**config.mk**
```make
export PLATFORM = sky130hd
export DESIGN_NAME = ssrs_front
export DESIGN_NICKNAME = d
export VERILOG_FILES = /design/src/design/ssrs_pkg.sv /design/src/design/ssrs_front.sv
export SDC_FILE = /design/constraint.sdc
export NUM_CORES = 1
export LEC_CHECK = 0
export CORE_ASPECT_RATIO = 0.8
export CORE_MARGIN = 2
export CORE_UTILIZATION = 55
export DETAILED_ROUTE_END_ITERATION = 16
export DONT_BUFFER_PORTS = 1
export PLACE_DENSITY = 0.78
export SYNTH_ARGS = -nofsm -noshare
export SYNTH_HDL_FRONTEND = slang
export SYNTH_SLANG_ARGS = --single-unit
```
**constraint.sdc**
```tcl
create_clock -name clk -period 13.5 [get_ports clk]
set_clock_uncertainty 0.15 [all_clocks]
set_input_delay 0.675 -clock clk [delete_from_list [all_inputs] [get_ports clk]]
set_output_delay 0.675 -clock clk [all_outputs]
set_load 0.1 [all_outputs]
```
**src/design/ssrs_pkg.sv**
```systemverilog
`default_nettype none
package ssrs_pkg;

	localparam int MAX_RECORDS  = 4096;
	localparam int MAX_SEGMENTS = 64;
	localparam int MAX_RESULTS  = 64;

	localparam int KEY_W   = 64;
	localparam int TYPE_W  = 8;
	localparam int LABEL_W = 16;
	localparam int SIZE_W  = 13;
	localparam int STAT_W  = 2;
	localparam int ACT_W   = 2;

	localparam int REC_AW  = $clog2(MAX_RECORDS);
	localparam int REC_CW  = $clog2(MAX_RECORDS + 1);
	localparam int SEG_AW  = (MAX_SEGMENTS > 1) ? $clog2(MAX_SEGMENTS) : 1;
	localparam int SEG_CW  = $clog2(MAX_SEGMENTS + 1);
	localparam int RES_CW  = $clog2(MAX_RESULTS + 1);
	// signed record position, wide enough for the sum of all segment sizes
	localparam int POS_W   = $clog2(MAX_SEGMENTS * (1 << SIZE_W)) + 2;

	localparam int REC_DW  = KEY_W + TYPE_W;
	localparam int SEG_DW  = SIZE_W + LABEL_W;

	localparam logic [ACT_W-1:0] ACT_CLEAR   = 2'd0;
	localparam logic [ACT_W-1:0] ACT_SEGMENT = 2'd1;
	localparam logic [ACT_W-1:0] ACT_RECORD  = 2'd2;
	localparam logic [ACT_W-1:0] ACT_QUERY   = 2'd3;

	localparam logic [STAT_W-1:0] ST_OK    = 2'd0;
	localparam logic [STAT_W-1:0] ST_FULL  = 2'd1;
	localparam logic [STAT_W-1:0] ST_TRUNC = 2'd2;

	typedef struct packed {
		logic [ACT_W-1:0]   kind;
		logic [KEY_W-1:0]   key;
		logic [TYPE_W-1:0]  rtype;
		logic [LABEL_W-1:0] label;
		logic [SIZE_W-1:0]  size;
	} cmd_t;

	typedef struct packed {
		logic               found;
		logic [LABEL_W-1:0] label;
		logic [TYPE_W-1:0]  rtype;
		logic [STAT_W-1:0]  status;
		logic               last;
	} res_t;

endpackage
`default_nettype wire

```
**src/design/ssrs_front.sv**
```systemverilog
`default_nettype none
// two-entry command queue toward the back end
module ssrs_front (
	input  wire logic                        clk,
	input  wire logic                        arst_n,
	input  wire logic                        in_valid,
	output logic                             in_ready,
	input  wire ssrs_pkg::cmd_t              in_cmd,
	output logic                             q_valid,
	output ssrs_pkg::cmd_t                   q_cmd,
	input  wire logic                        q_pop
);

	ssrs_pkg::cmd_t slot_q [2];
	logic [1:0] count_q;
	logic       wr_q, rd_q;
	logic       push;

	assign in_ready = (count_q != 2'd2);
	assign push     = in_valid && in_ready;
	assign q_valid  = (count_q != 2'd0);
	assign q_cmd    = slot_q[rd_q];

	always_ff @(posedge clk) begin
		if (push) begin
			slot_q[wr_q] <= in_cmd;
		end
	end

	always_ff @(posedge clk or negedge arst_n) begin
		if (!arst_n) begin
			count_q <= 2'd0;
			wr_q    <= 1'b0;
			rd_q    <= 1'b0;
		end else begin
			if (push) begin
				wr_q <= ~wr_q;
			end
			if (q_pop) begin
				rd_q <= ~rd_q;
			end
			if (push && !q_pop) begin
				count_q <= count_q + 2'd1;
			end else if (!push && q_pop) begin
				count_q <= count_q - 2'd1;
			end
		end
	end

endmodule
`default_nettype wire

```
### After elaboration in Yosys (flattened, before gate mapping)

Memory sizes are Yosys's and may differ from the RTL's.
Index checks and enable logic that the tools add are counted.

| storage, ports and cells | value |
|---|---|
| flip-flop bits (word level) | 4 |
| memory bits (writable) | 206 |
| output and inout port bits | 105 |
| word-level logic and storage cells | 20 |
| memories | 1 |

| operators by class | value |
|---|---|
| $add $sub $neg | 2 |
| equal/unequal tests | 1 |
| muxes and demuxes | 4 |
| bitwise operators | 2 |
| reduce and logical (&&, ||, !) cells | 7 |

Memories:

| memory | depth | bits a word | rd ports | clocked after memory_dff | wr ports | RTL line | source |
|---|---|---|---|---|---|---|---|
| slot_q | 2 | 103 | 1 | 0 | 1 | ssrs_front.sv:14 | `ssrs_pkg::cmd_t slot_q [2];` |

Operator list:

| cell | count |
|---|---|
| 2-bit 2-to-1 mux | 2 |
| 2-bit nonzero test | 2 |
| 1-bit logical AND | 3 |
| 2-bit by 1-bit adder with 2-bit output (second input constant) | 1 |
| 1-bit logical NOT | 2 |
| 1-bit 2-to-1 mux | 2 |
| 2-bit != test (second input constant) | 1 |
| 1-bit inverter | 2 |
| 2-bit by 1-bit subtractor with 2-bit output (second input constant) | 1 |

### Longest topological paths before layout

Gate-level depths: netlist (run 1).

| logic depth | value |
|---|---|
| depth after elaboration | 6 |
| gate-level depth with buffers | 7 |
| gate-level depth less buffers | 7 |

### Least setup slack after synthesis (run 1)

Ideal clock, no wire load.

| path | value |
|---|---|
| path kind | register -> register |
| from | reg count_q[0] |
| to | mem slot_q[0][0] (netlist bit) (enable) |
| library setup time | 0.566 ns |
| arrival time | 5.779 ns |
| setup slack | 7.004 ns |
| cell stages (with the launch flop) | 4 |
| path buffers | 0 |
| clock period less this slack | 6.496 ns |
| cells stage by stage | dfrtp_1 > nand2b_1 > nand2_1 > nor2_1 |

| between the ends | value |
|---|---|
| word-level cells in the longest chain between the ends | 4 |

RTL lines:

| what | RTL line | source |
|---|---|---|
| start, declared | ssrs_front.sv:15 | `logic [1:0] count_q;` |
| start signal, assigned | ssrs_front.sv:43 | `count_q <= count_q + 2'd1;` |
| start signal, assigned | ssrs_front.sv:45 | `count_q <= count_q - 2'd1;` |
| 2-bit != test | ssrs_front.sv:19 | `assign in_ready = (count_q != 2'd2);` |
| net in_ready | ssrs_front.sv:7 | `output logic in_ready,` |
| 1-bit logical AND | ssrs_front.sv:20 | `assign push = in_valid && in_ready;` |
| 1-bit 2-to-1 mux | ssrs_front.sv:25 | `if (push) begin` |
| 1-bit 2-to-1 mux (not written as such) | ssrs_front.sv:26 | `slot_q[wr_q] <= in_cmd;` |
| end, declared | ssrs_front.sv:14 |  |

The timed path passes the listed nets, and every way through them passes these cells.

==> results.ini, run 1 <==
[floorplan]
fp.dieW_microns=137.8
row_count=39
io_pins=212
dieHeight_microns=111.1
die_area_sq_um=15300
floorplan.initialDensity=0.5568
fp.coreArea_sq_um=14150

[synth]
synthMuxAreaShare=0.1758
yosysSeqAreaShare=0.7978
syn_area_per_cell_sq_um=23.24
synth_compound_area_frac=0
synth_top_family_by_area=multiplexers
synth_area_leaders=edfxtp_1, mux2_4, mux2_2
syn-instance-count=339
synth_top_area_frac=0.7851
syn_nets=447
yosysTopAreaCell=edfxtp_1
ys_types=16
yosysWarnings=0
synth_xor_xnor_area_share=0.005558
syn-cell-area_sq_um=7879
yosys.area_share.simple=0.003811
synth_seq_cells=210
synthAdderAreaFrac=0.001588

[critical_path]
reg2regPathDepth=3
reg2reg_slack_ns=10.14
crit_path_start_kind=flip-flop
crit_arrival_ns=2.97
crit_slowest_cell=dfrtp_4
cp_cell_sequence=buf_4 > mux2_2
r2r_end=slot_q[1][83]
end_kind=output port
slowest_delay_ns=0.87
r2r-start=count_q[0]
critical_path_class=reg -> out
crit_fanout=58
worstPathRequired_ns=12.68

[finish]
antenna_cells=0
synthToLayoutAreaGrowth_pct=10.56
drive_gt1_frac=0.3838
nets=463
fillers=979

[clock_network]
htreeDepth=1
cts_resized=0
cts_tree=built
cts.path.max_buffers=3
worst_setup_hold_path_clk_slew_ns=0.05
clkLatencyLatePin_ns=0.49
cts_root_buf=clkbuf_16
post_cts_buffers=0
cts_sinks=210
postCtsHoldBufs=1
cts_buffers=21

[routing]
routed_wl_mm=12.53
num_vias=3076
drt-wirelength-per-cell_microns=22.62
drtIter0Drc=160
avgViaCountPerCell=5.552
drt-pass1-iter-count=4
ant_nets=0
drc=0

[hold_path]
holdCritStartpoint=q_pop
hold_path_end=rd_q
whs_path_depth=1
min_path_type=in -> reg

[timing]
slew_headroom=0.2805
setup_violations=0
final.setup.tns_ns=0
finalCritPeriodShare=0.2814
hold_viol_final=0
fin_crit_ns=3.799
drv_slew=0
tightest_slew_ns=1.079
fmax_mhz=263.2
rsz0062_at_grt=no

[run]
maxCapViolations=0

[global_routing]
grt_max_degree=59
grtUsageTotal=0.1578
antenna_found_initial=0
grt_pass1_wl_mm=18.24
grt-ovfl-total=0
first_global_vias=3314

[placed_design]
dpl.hpwl_mm=8.291
portBuffers=0
routabilityCongestion=0.7525

[run_status]
status=completed

## routing by layer
| metal | up-vias | routed length [microns] | GRT usage |
|---|---|---|---|
| met5 | - | 0 | 0 |
| met2 | 164 | 6005 | 0.2534 |
| met3 | 24 | 1937 | 0.09922 |
| met1 | 1519 | 4351 | 0.1773 |
| li1 | 1369 | - | - |
| met4 | 0 | 235 | 0.03878 |
## flip-flops by register name, indices dropped and copies added, names as in the netlist
register / count
wr_q: 1
slot_q: 206
rd_q: 1
count_q: 2
## synth_stat cells (all sizes together)
library cell and count:
nand2 1, nor2 2, mux2 103, buf 12, inv 2, ha 1, or2 1, edfxtp 206
and3 1, nand2b 1, xor2 3, xnor2 2, dfrtp 4
## critical path, delay by kind of cell, from the launching register on
kind	cells	cell delay, ns
buf+inv	1	0.87
flops	1	0.87
mux	1	0.67
## area by class of cell
| class | instances | area [sq um] | share of cell area |
|---|---|---|---|
| multi-input combinational | 115 | 1484 | 0.1704 |
| inverter | 2 | 7.507 | 0.0008618 |
| tap | 184 | 230.2 | 0.02643 |
| sequential | 210 | 6290 | 0.7221 |
| clock buffer | 25 | 540.5 | 0.06205 |
| clock inverter | 13 | 118.9 | 0.01365 |
| timing repair buffer | 5 | 40.04 | 0.004596 |
## how the worst max path moves through the flow
| stage | endpoint | startpoint |
|---|---|---|
| 6_report | q_cmd[4] | rd_q |
| 5_1_grt | q_cmd[1] | rd_q |
| 4_1_cts | q_cmd[1] | rd_q |
| 3_5_place_dp | slot_q[1][15] | count_q[0] |
| 2_1_floorplan | slot_q[0][0] | count_q[0] |
| 3_3_place_gp | slot_q[1][15] | count_q[0] |
## through the flow
stage / cell area [sq um] / util / setup slack (ns) / std cells / hold WS, ns
after floorplan: 7879 / - / 7.004 / 339 / 0.2294
after global placement: 8041 / 0.5683 / 10.19 / 515 / 0.2296
after detailed placement: 8041 / 0.5683 / 10.15 / 515 / 0.2296
after CTS: 8711 / 0.6156 / 9.649 / 554 / 0.09809
after global routing: 8711 / 0.6156 / 9.561 / 554 / 0.1049
final: 8711 / 0.6156 / 9.701 / 554 / 0.1169
## kinds of logic after synthesis
kind of cell	count (synthesis)
flip-flops	210
multiplexers	103
buffers and inverters	14
AND/OR/NAND/NOR	6
XOR/XNOR	5
adder cells (fa/ha/maj)	1
## cell usage in the layout, fill, tap and decap left out
cell type and count:
dfrtp_4 1, nor2_1 1, or2_2 1, and3_4 1, dlygate4sd3_1 1, xor2_1 3
clkinv_4 1, nand2b_1 1, nor2_4 1, inv_1 2, xnor2_1 2, clkbuf_1 4
edfxtp_1 206, mux2_2 43, bufinv_16 2, clkbuf_16 21, mux2_4 60, dfrtp_1 3
nand2_1 1, buf_4 4, clkinv_1 3, clkinv_2 6, inv_6 1, ha_1 1
Power of run 1 is left out: the tool's default activity adds up to more than one toggle a clock period on the data nets, which glitch-free logic cannot reach.
==> run 2, diff against run 1 <==
- PLACE_DENSITY: 0.78 -> 0.81
- clock period: 13.5 -> 3.4 ns (I/O delays scaled with it)
==> run 2 against run 1 <==
  * Flip-flop and latch count unchanged
  * Via count increased by 15%
  * Sequential share of layout area decreased by 7.9 points
  * Wire length increased by 14%
  * Utilization increased by 7.6 points
  * Register-to-register slack got worse by 9.3 ns
  * Non-clock buffer count increased by 108
  * Critical path depth unchanged
  * Clock-buffer cell count decreased by 1
  * Cell count increased by 19%
  * First-iteration DRC count increased by 24%
==> results.ini, run 2 (synthesis results as in run 1) <==
[run_status]
status=completed

[finish]
largest_reg_flops=206  ; unchanged
final_common_cell=edfxtp_1
multi_input_area_sq_um=1486  ; +0.17%
synthToLayoutAreaGrowth_pct=24.17
top_regs=slot_q x206, count_q x2
antenna_cells=0  ; unchanged
final_cell_mix=edfxtp_1, dlygate4sd3_1, mux2_4
nets=570  ; +23%
top_register=slot_q
drive_gt1_frac=0.3017  ; -0.08210
seqCellArea_sq_um=6290  ; unchanged
fillers=897  ; -8.4%

[timing]
drv_slew=0  ; unchanged
slew_headroom=0.5437  ; +0.2632
hold_viol_final=0  ; unchanged
rsz0062_at_grt=no
setup_violations=0  ; unchanged
fmax_mhz=377.9
fin_crit_ns=2.646
finalCritPeriodShare=0.7783
tightest_slew_ns=0.6845  ; -0.3948 ns
final.setup.tns_ns=0  ; unchanged

[clock_network]
cts_sinks=210  ; unchanged
worst_setup_hold_path_clk_slew_ns=0.06  ; about the same
clkLatencyLatePin_ns=0.48  ; about the same
htreeDepth=1  ; unchanged
cts_tree=built
cts_buffers=20  ; -4.8%
cts_resized=0  ; unchanged
post_cts_buffers=0  ; unchanged
cts.path.max_buffers=3  ; unchanged
postCtsHoldBufs=107  ; +106
cts_root_buf=clkbuf_16

[global_routing]
grt_pass1_wl_mm=20.96  ; +15%
grt-ovfl-total=0  ; unchanged
grt_use_met3=0.07179  ; -0.02743
grtUsageMet2=0.3184  ; +0.06501
grt.met1_usage=0.2143  ; +0.03699
first_global_vias=3752  ; +13%
grtUsageTotal=0.1831  ; +0.02535
antenna_found_initial=0  ; unchanged
grt.busiest_layer=met2
grt_max_degree=53  ; -10%

[placed_design]
portBuffers=0  ; unchanged
dpl.hpwl_mm=8.543  ; +3.0%
routabilityCongestion=0.7076  ; -6.0%

[routing]
drt-pass1-iter-count=4  ; unchanged
ant_nets=0  ; unchanged
routed_wl_mm=14.32  ; +14%
drtIter0Drc=199  ; +24%
drc=0  ; unchanged
avgViaCountPerCell=5.374  ; -3.2%
num_vias=3536  ; +15%
drt-wirelength-per-cell_microns=21.76  ; -3.8%

[floorplan]
die_area_sq_um=15300  ; unchanged
dieHeight_microns=111.1  ; unchanged
io_pins=212  ; unchanged
floorplan.initialDensity=0.5568  ; unchanged
row_count=39  ; unchanged
fp.dieW_microns=137.8  ; unchanged
fp.coreArea_sq_um=14150  ; unchanged

[critical_path]
crit_arrival_ns=2.33  ; -0.64 ns
crit_path_start_kind=flip-flop
reg2regPathDepth=4  ; +1
end_kind=output port
crit_fanout=41  ; -29%
worstPathRequired_ns=3.08  ; -9.60 ns
critical_path_class=reg -> out

[hold_path]
whs_path_depth=1  ; unchanged
min_path_type=in -> reg

[run]
maxCapViolations=0  ; unchanged

[run 2: per-layer routing]
layer / routed length (microns) / up-vias
met5: 0 / -
li1: - / 1585
met2: 7241 / 193
met1: 5274 / 1741
met4: 259 / 0
met3: 1540 / 17
[run 2: final cells by class]
cell class              instances  share of cell area
inverters                       2           0.0007674
well taps                     184             0.02353
clock inverters                10            0.008057
repair buffers                113              0.1179
multi-input cells             115              0.1519
flip-flops and latches        210              0.6429
clock buffers                  24             0.05487
[run 2: critical path, stage by stage, from the launching register on]
cell and delay (ns):
dfrtp_4 0.84, buf_12 0.35, mux2_2 0.60
[run 2: through the flow]
stage / setup WS (ns) / util / std cells / cell area [sq um] / hold slack, ns
6_report: 0.7539 / 0.6913 / 658 / 9783 / 0.1924
5_1_grt: 0.6811 / 0.6913 / 658 / 9783 / 0.1781
4_1_cts: 0.7396 / 0.6913 / 658 / 9783 / 0.1698
3_5_place_dp: 0.9479 / 0.5721 / 517 / 8097 / -0.2755
3_3_place_gp: 1.012 / 0.5721 / 517 / 8097 / -0.2754
2_1_floorplan: 0.1418 / - / 339 / 7890 / -0.2756
[run 2: path summary, 6_finish.rpt]
| check | startpoint | end | slack [ns] |
|---|---|---|---|
| max | rd_q | q_cmd[23] | 0.75 |
| min | in_cmd[7] | slot_q[0][7] | 0.19 |
| max reg2reg | count_q[0] | slot_q[0][60] | 0.83 |
| min reg2reg | count_q[1] | count_q[1] | 0.38 |
| max in group asynchronous | arst_n | rd_q | 2.56 |
| min in group asynchronous | arst_n | count_q[1] | 0.35 |
Power of run 2 is left out for the same reason.
